File: src/design/elfa_pkg.sv
// Package for the earliest free lane assigner.
// Holds the finish time width, the scan candidate type and the sequencer states.
// No dependencies.
package elfa_pkg;

    localparam int TIME_W = 32;
    localparam int SVC_W  = 16;
    localparam int LANE_W = 7;

    localparam logic [TIME_W-1:0] TIME_MAX = '1;

    typedef struct packed {
        logic              vld;
        logic [TIME_W-1:0] t;
    } t_cand;

    typedef enum logic [1:0] {
        ST_IDLE,
        ST_SCAN,
        ST_DONE
    } t_state;

endpackage

File: src/design/elfa_cell.sv
// One lane cell: holds the lane finish time and folds it into the
// best and second-best candidates handed down the chain. Depends on elfa_pkg.
module elfa_cell import elfa_pkg::*; #(
    parameter int LANE  = 0,
    parameter int IDX_W = 6,
    parameter int CNT_W = 7
) (
    input  logic              i_clk,
    input  logic              i_rst_n,
    input  logic [CNT_W-1:0]  i_count,
    input  logic              i_clr,
    input  logic              i_wr_en,
    input  logic [IDX_W-1:0]  i_wr_idx,
    input  logic [TIME_W-1:0] i_wr_time,
    input  t_cand             i_best,
    input  logic [IDX_W-1:0]  i_best_idx,
    input  t_cand             i_sec,
    input  logic [IDX_W-1:0]  i_sec_idx,
    output t_cand             o_best,
    output logic [IDX_W-1:0]  o_best_idx,
    output t_cand             o_sec,
    output logic [IDX_W-1:0]  o_sec_idx
);

    localparam logic [IDX_W-1:0] MY_IDX = IDX_W'(LANE);

    logic [TIME_W-1:0] r_time;
    t_cand             r_best;
    t_cand             r_sec;
    logic [IDX_W-1:0]  r_best_idx;
    logic [IDX_W-1:0]  r_sec_idx;

    t_cand             n_best;
    t_cand             n_sec;
    logic [IDX_W-1:0]  n_best_idx;
    logic [IDX_W-1:0]  n_sec_idx;
    logic              active;

    assign active = (i_count > CNT_W'(LANE));

    always_comb begin
        n_best     = i_best;
        n_best_idx = i_best_idx;
        n_sec      = i_sec;
        n_sec_idx  = i_sec_idx;
        if (active) begin
            if (!i_best.vld || (r_time < i_best.t)) begin
                n_best     = '{vld: 1'b1, t: r_time};
                n_best_idx = MY_IDX;
                n_sec      = i_best;
                n_sec_idx  = i_best_idx;
            end else if (!i_sec.vld || (r_time < i_sec.t)) begin
                n_sec      = '{vld: 1'b1, t: r_time};
                n_sec_idx  = MY_IDX;
            end
        end
    end

    always_ff @(posedge i_clk) begin
        if (!i_rst_n) begin
            r_time <= '0;
        end else if (i_clr) begin
            r_time <= '0;
        end else if (i_wr_en && (i_wr_idx == MY_IDX)) begin
            r_time <= i_wr_time;
        end
    end

    always_ff @(posedge i_clk) begin
        r_best     <= n_best;
        r_best_idx <= n_best_idx;
        r_sec      <= n_sec;
        r_sec_idx  <= n_sec_idx;
    end

    assign o_best     = r_best;
    assign o_best_idx = r_best_idx;
    assign o_sec      = r_sec;
    assign o_sec_idx  = r_sec_idx;

endmodule

File: config.mk
export PLATFORM = sky130hd
export DESIGN_NAME = elfa_cell
export DESIGN_NICKNAME = d
export VERILOG_FILES = /design/src/design/elfa_pkg.sv /design/src/design/elfa_cell.sv
export SDC_FILE = /design/constraint.sdc
export NUM_CORES = 1
export LEC_CHECK = 0
export ABC_AREA = 0
export BUFFER_PORTS_ARGS = -buffer_cell sky130_fd_sc_hd__buf_4
export CAP_MARGIN = 30
export CORE_ASPECT_RATIO = 2
export CORE_MARGIN = 10
export CORE_UTILIZATION = 53
export DETAILED_ROUTE_END_ITERATION = 10
export PLACE_DENSITY = 0.94
export SLEW_MARGIN = 20
export SYNTH_ARGS = -nofsm -noshare
export SYNTH_HDL_FRONTEND = slang
export SYNTH_SLANG_ARGS = --single-unit
File: constraint.sdc
create_clock -name i_clk -period 4.18 [get_ports i_clk]
set_input_delay 0.418 -clock i_clk [delete_from_list [all_inputs] [get_ports i_clk]]
set_output_delay 0.418 -clock i_clk [all_outputs]
set_load 0.05 [all_outputs]
### Word-level counts from Yosys, hierarchy flattened

Cells that the tools add are included.

* $add $sub $neg: 0
* $mul: 0
* div/mod/pow operators: 0
* $lt $le $gt $ge: 3
* equal/unequal tests: 0
* shifts and indexed selects: 0
* mux-type cells: 10
* bitwise gates (word level): 1
* reduce and logical (&&, ||, !) cells: 7

Operators with widths (count)
* $mux W33: 5
* $lt A32 B32 Y1: 2
* $mux W6: 5
* $gt A7 B1 Y1 const B: 1
* $logic_not A6 Y1: 1
* $logic_not A1 Y1: 2
* $logic_or A1 B1 Y1: 2
* $reduce_or A2 Y1: 1
* $logic_and A1 B1 Y1: 1
* $not A1 Y1: 1

* flip-flop bits (word level): 110
* latch bits: 0
* bits in writable memories: 0
* ROM bits: 0
* output and inout bits: 78
* logic and storage cells: 28
* memories kept: 0

### Depth between registers and ports, before layout

* depth after elaboration: 5
* depth in mapped cells: 12

### Worst setup path before layout

Ideal clock, no wire load.

* kind: input -> register
* start point: input i_sec[13] in the netlist's numbering
* end point: register r_sec, in the netlist o_sec[10]
* library setup time: 122 ps
* data arrival time: 2267 ps
* data required time: 4058 ps
* setup slack: 1791 ps
* stages: 11
* path buffers: 2
* path through: inv_1 > ha_1 > a211oi_2 > nor2_1 > a211o_1 > o21a_1 > o31ai_4 > o21ai_2 > buf_6 > buf_6 > a221o_1

RTL lines
* start, declared: RTL line elfa_cell.sv:17 `input t_cand i_sec,`
* end signal, assigned: RTL line elfa_cell.sv:72 `r_sec <= n_sec;`
* end, declared: RTL line elfa_cell.sv:29 `t_cand r_sec;`

==> results.toml <==
[status]
outcome = "finished clean"

[placement]
portBuffers = 204
dp.cells = 932
post-dp-hpwl_um = 14800
gp_congestion = 0.904

[logic_synthesis]
synthSimpleGateAreaFrac_pct = 16.8
synth_edf_count = 0
synth_top_area_share_pct = 40.6
synth_area_leaders = "dfxtp_1, ha_1, a221o_1"
ys_warn_count = 0
syn_nets = 809
ys_types = 40
synth_most_common_cell = "dfxtp_1"
synth.area.mux_share_pct = 0.415
synth_common_cells = "dfxtp_1, nand2_1, inv_1, ha_1, a21oi_1"
netlist_instances = 620
synthesis.area_mm2 = 0.00542
synth_top_family_by_area = "compound AO/OA/AOI/OAI gates"
seq_area_frac_synth_pct = 40.6
syn_area_per_cell_um2 = 8.75
synth-compound-area-share_pct = 19.8
yosysTopAreaCell = "dfxtp_1"
synth_fa_ha_area_share_pct = 14.3
synthFlopType = "dfxtp_1"
synth-xor-area-share_pct = 0
async_flop_share_pct = 0
synth-seq-cells = 110

[sta]
period_share_pct = 74.9
tightest_slew_ns = 0.914
skew_ns = 0.00934
grt_setup_unrepaired = "no"
slew_headroom_pct = 38.5
holdWs_ns = 0.270
slew_violations = 0
hold_violations = 0
fmax_mhz = 319
setup_violations = 0
layout_min_cycle_time_ns = 3.13
tns_ns = 0

[critical_path]
cp_data_arrival_time_ns = 3.38
path_class = "flip-flop to flip-flop"
crit_required_ns = 4.43
cp-start-kind = "flip-flop"
critPathSlowestCell = "buf_4"
cp_cell_sequence = "ha_1 > a211oi_2 > o21ai_1 > a211oi_1 > o31ai_1 > a21oi_4 > buf_4 > nand2_1 > mux2_2"
timing.rr.end = "o_best[0]$_DFF_P_"
cp_max_fo = 64
cp_num_buf_inv = 1
rr_worst_depth = 9
cp_top_family = "compound AO/OA/AOI/OAI gates"
critPathMaxStageDelay_ns = 0.55
r2r-start = "r_time[2]$_SDFFE_PP0P_"
r2r_slack_ns = 1.05
crit_path_end_kind = "flip-flop"

[cells_and_area]
n_antenna_cell = 0
instances_no_fill = 948
layout-drive-gt1-share_pct = 29.3
area_growth_pct = 34.4
nets = 997
post-route-util_pct = 72.3

[detailed_routing]
wire_per_inst_um = 20.5
antenna_left = 0
firstDrtPassIters = 5
avgViaCountPerCell = 5.91
drtIter0Drc = 372
drc_errors = 0
num_vias = 5607
routed_wirelength_um = 19500

[grt]
overflow = 0
grt_pass1_wl_um = 29900
grt_pass1_vias = 5885
grt_usage_pct = 25.2
antenna_found_initial = 1
grt_max_degree = 65

[clock_network]
ctsHoldBuffers = 0
clock-root-buffer = "clkbuf_16"
clock_path_buffers = 2
clkSlewWorstSetupHoldPaths_ns = 0.07
clock_sinks = 110
cts_buffers = 9
htree_levels = 3
clk_latency_ns = 0.36
cts.repair.resized = 0
cts_tree = "built"
postCtsSetupRepairBufs = 0

[hold_path]
holdCritStartpoint = "i_sec_idx[4]"
min_path_type = "input pin to flip-flop"
whs_path_depth = 2
min_to = "o_sec_idx[4]$_DFF_P_"

[power]
leakage_nw = 3.60
power_density_mw_per_mm2 = 305
ir_drop_mv = 0.235

[floorplanning]
num_io_pins = 205
rows = 52
start_util_pct = 53.8
die_h_um = 163
core_region_area_mm2 = 0.0101
dieArea_mm2 = 0.0149
die_x_um = 91.5

[job]
drv_cap = 0
-- metal layers --
layer | track usage [%] | routed length, um
met4 | 18.3 | 1240
met3 | 5.89 | 1540
met2 | 47.4 | 10500
met1 | 22.6 | 6130
met5 | 0 | 13
-- cells in the final DEF (no fill, tap or decap), types with 4 or more instances in the layout --
cell / count
a211oi_1: 5
a21o_1: 4
a21oi_1: 48
a221o_1: 32
a22o_1: 6
and2_1: 7
and3_1: 34
buf_4: 212
clkbuf_16: 9
dfxtp_1: 110
ha_1: 62
inv_1: 64
nand2_1: 76
nand3_1: 37
nand4_1: 10
nor2_1: 12
nor3_1: 4
o21ai_0: 26
o21ai_1: 20
-- per-stage QoR --
step	total power, W	cell area (um^2)	setup WS [ns]
final	0.00222	7290	1.05
after global routing	0.00229	7290	0.943
after CTS	0.00222	7290	1.10
after detailed placement	0.00143	7010	0.920
after global placement	0.00142	7010	0.991
after floorplan	0.00127	5420	1.79
-- power breakdown --
| part | total (W) | internal (W) | switching, W | leakage, nW |
|---|---|---|---|---|
| clock | 0.000808 | 0.000409 | 0.000398 | 0.137 |
| sequential | 0.00108 | 0.00107 | 0.00000818 | 0.901 |
| combinational | 0.000336 | 0.000150 | 0.000186 | 2.56 |
-- how the worst max path moves through the flow --
stage	slack, ns	start	end	cells after the start
4_1_cts	1.10	r_time[2]$_SDFFE_PP0P_	o_best[0]$_DFF_P_	9
3_5_place_dp	0.92	i_best[2]	o_best[0]$_DFF_P_	11
2_1_floorplan	1.79	i_sec[13]	o_sec[10]$_DFF_P_	11
3_3_place_gp	0.99	i_best[2]	o_best[0]$_DFF_P_	11
6_report	1.05	r_time[2]$_SDFFE_PP0P_	o_best[0]$_DFF_P_	9
5_1_grt	0.94	r_time[5]$_SDFFE_PP0P_	o_best[0]$_DFF_P_	9
-- cell families (layout without fill, tap and decap cells) --
group | count (synthesis) | in the layout
buf+inv | 99 | 292
flops | 110 | 110
fa+ha+maj | 62 | 62
simple gates | 188 | 188
compound gates | 159 | 159
mux | 2 | 2
-- sequential cells by signal, indices dropped and copies added (netlist names) --
signal,count
o_best_idx,6
o_best,33
o_sec_idx,6
o_sec,33
r_time,32
-- final cells by class --
type,count,area [um^2]
clock buffers,10,229
clock inverters,6,45.0
fillers,738,2800
inverters,64,240
multi-input cells,411,2810
flip-flops and latches,110,2200
well taps,135,169
repair buffers,212,1590
Note: power is estimated with default switching activity, not from simulation.
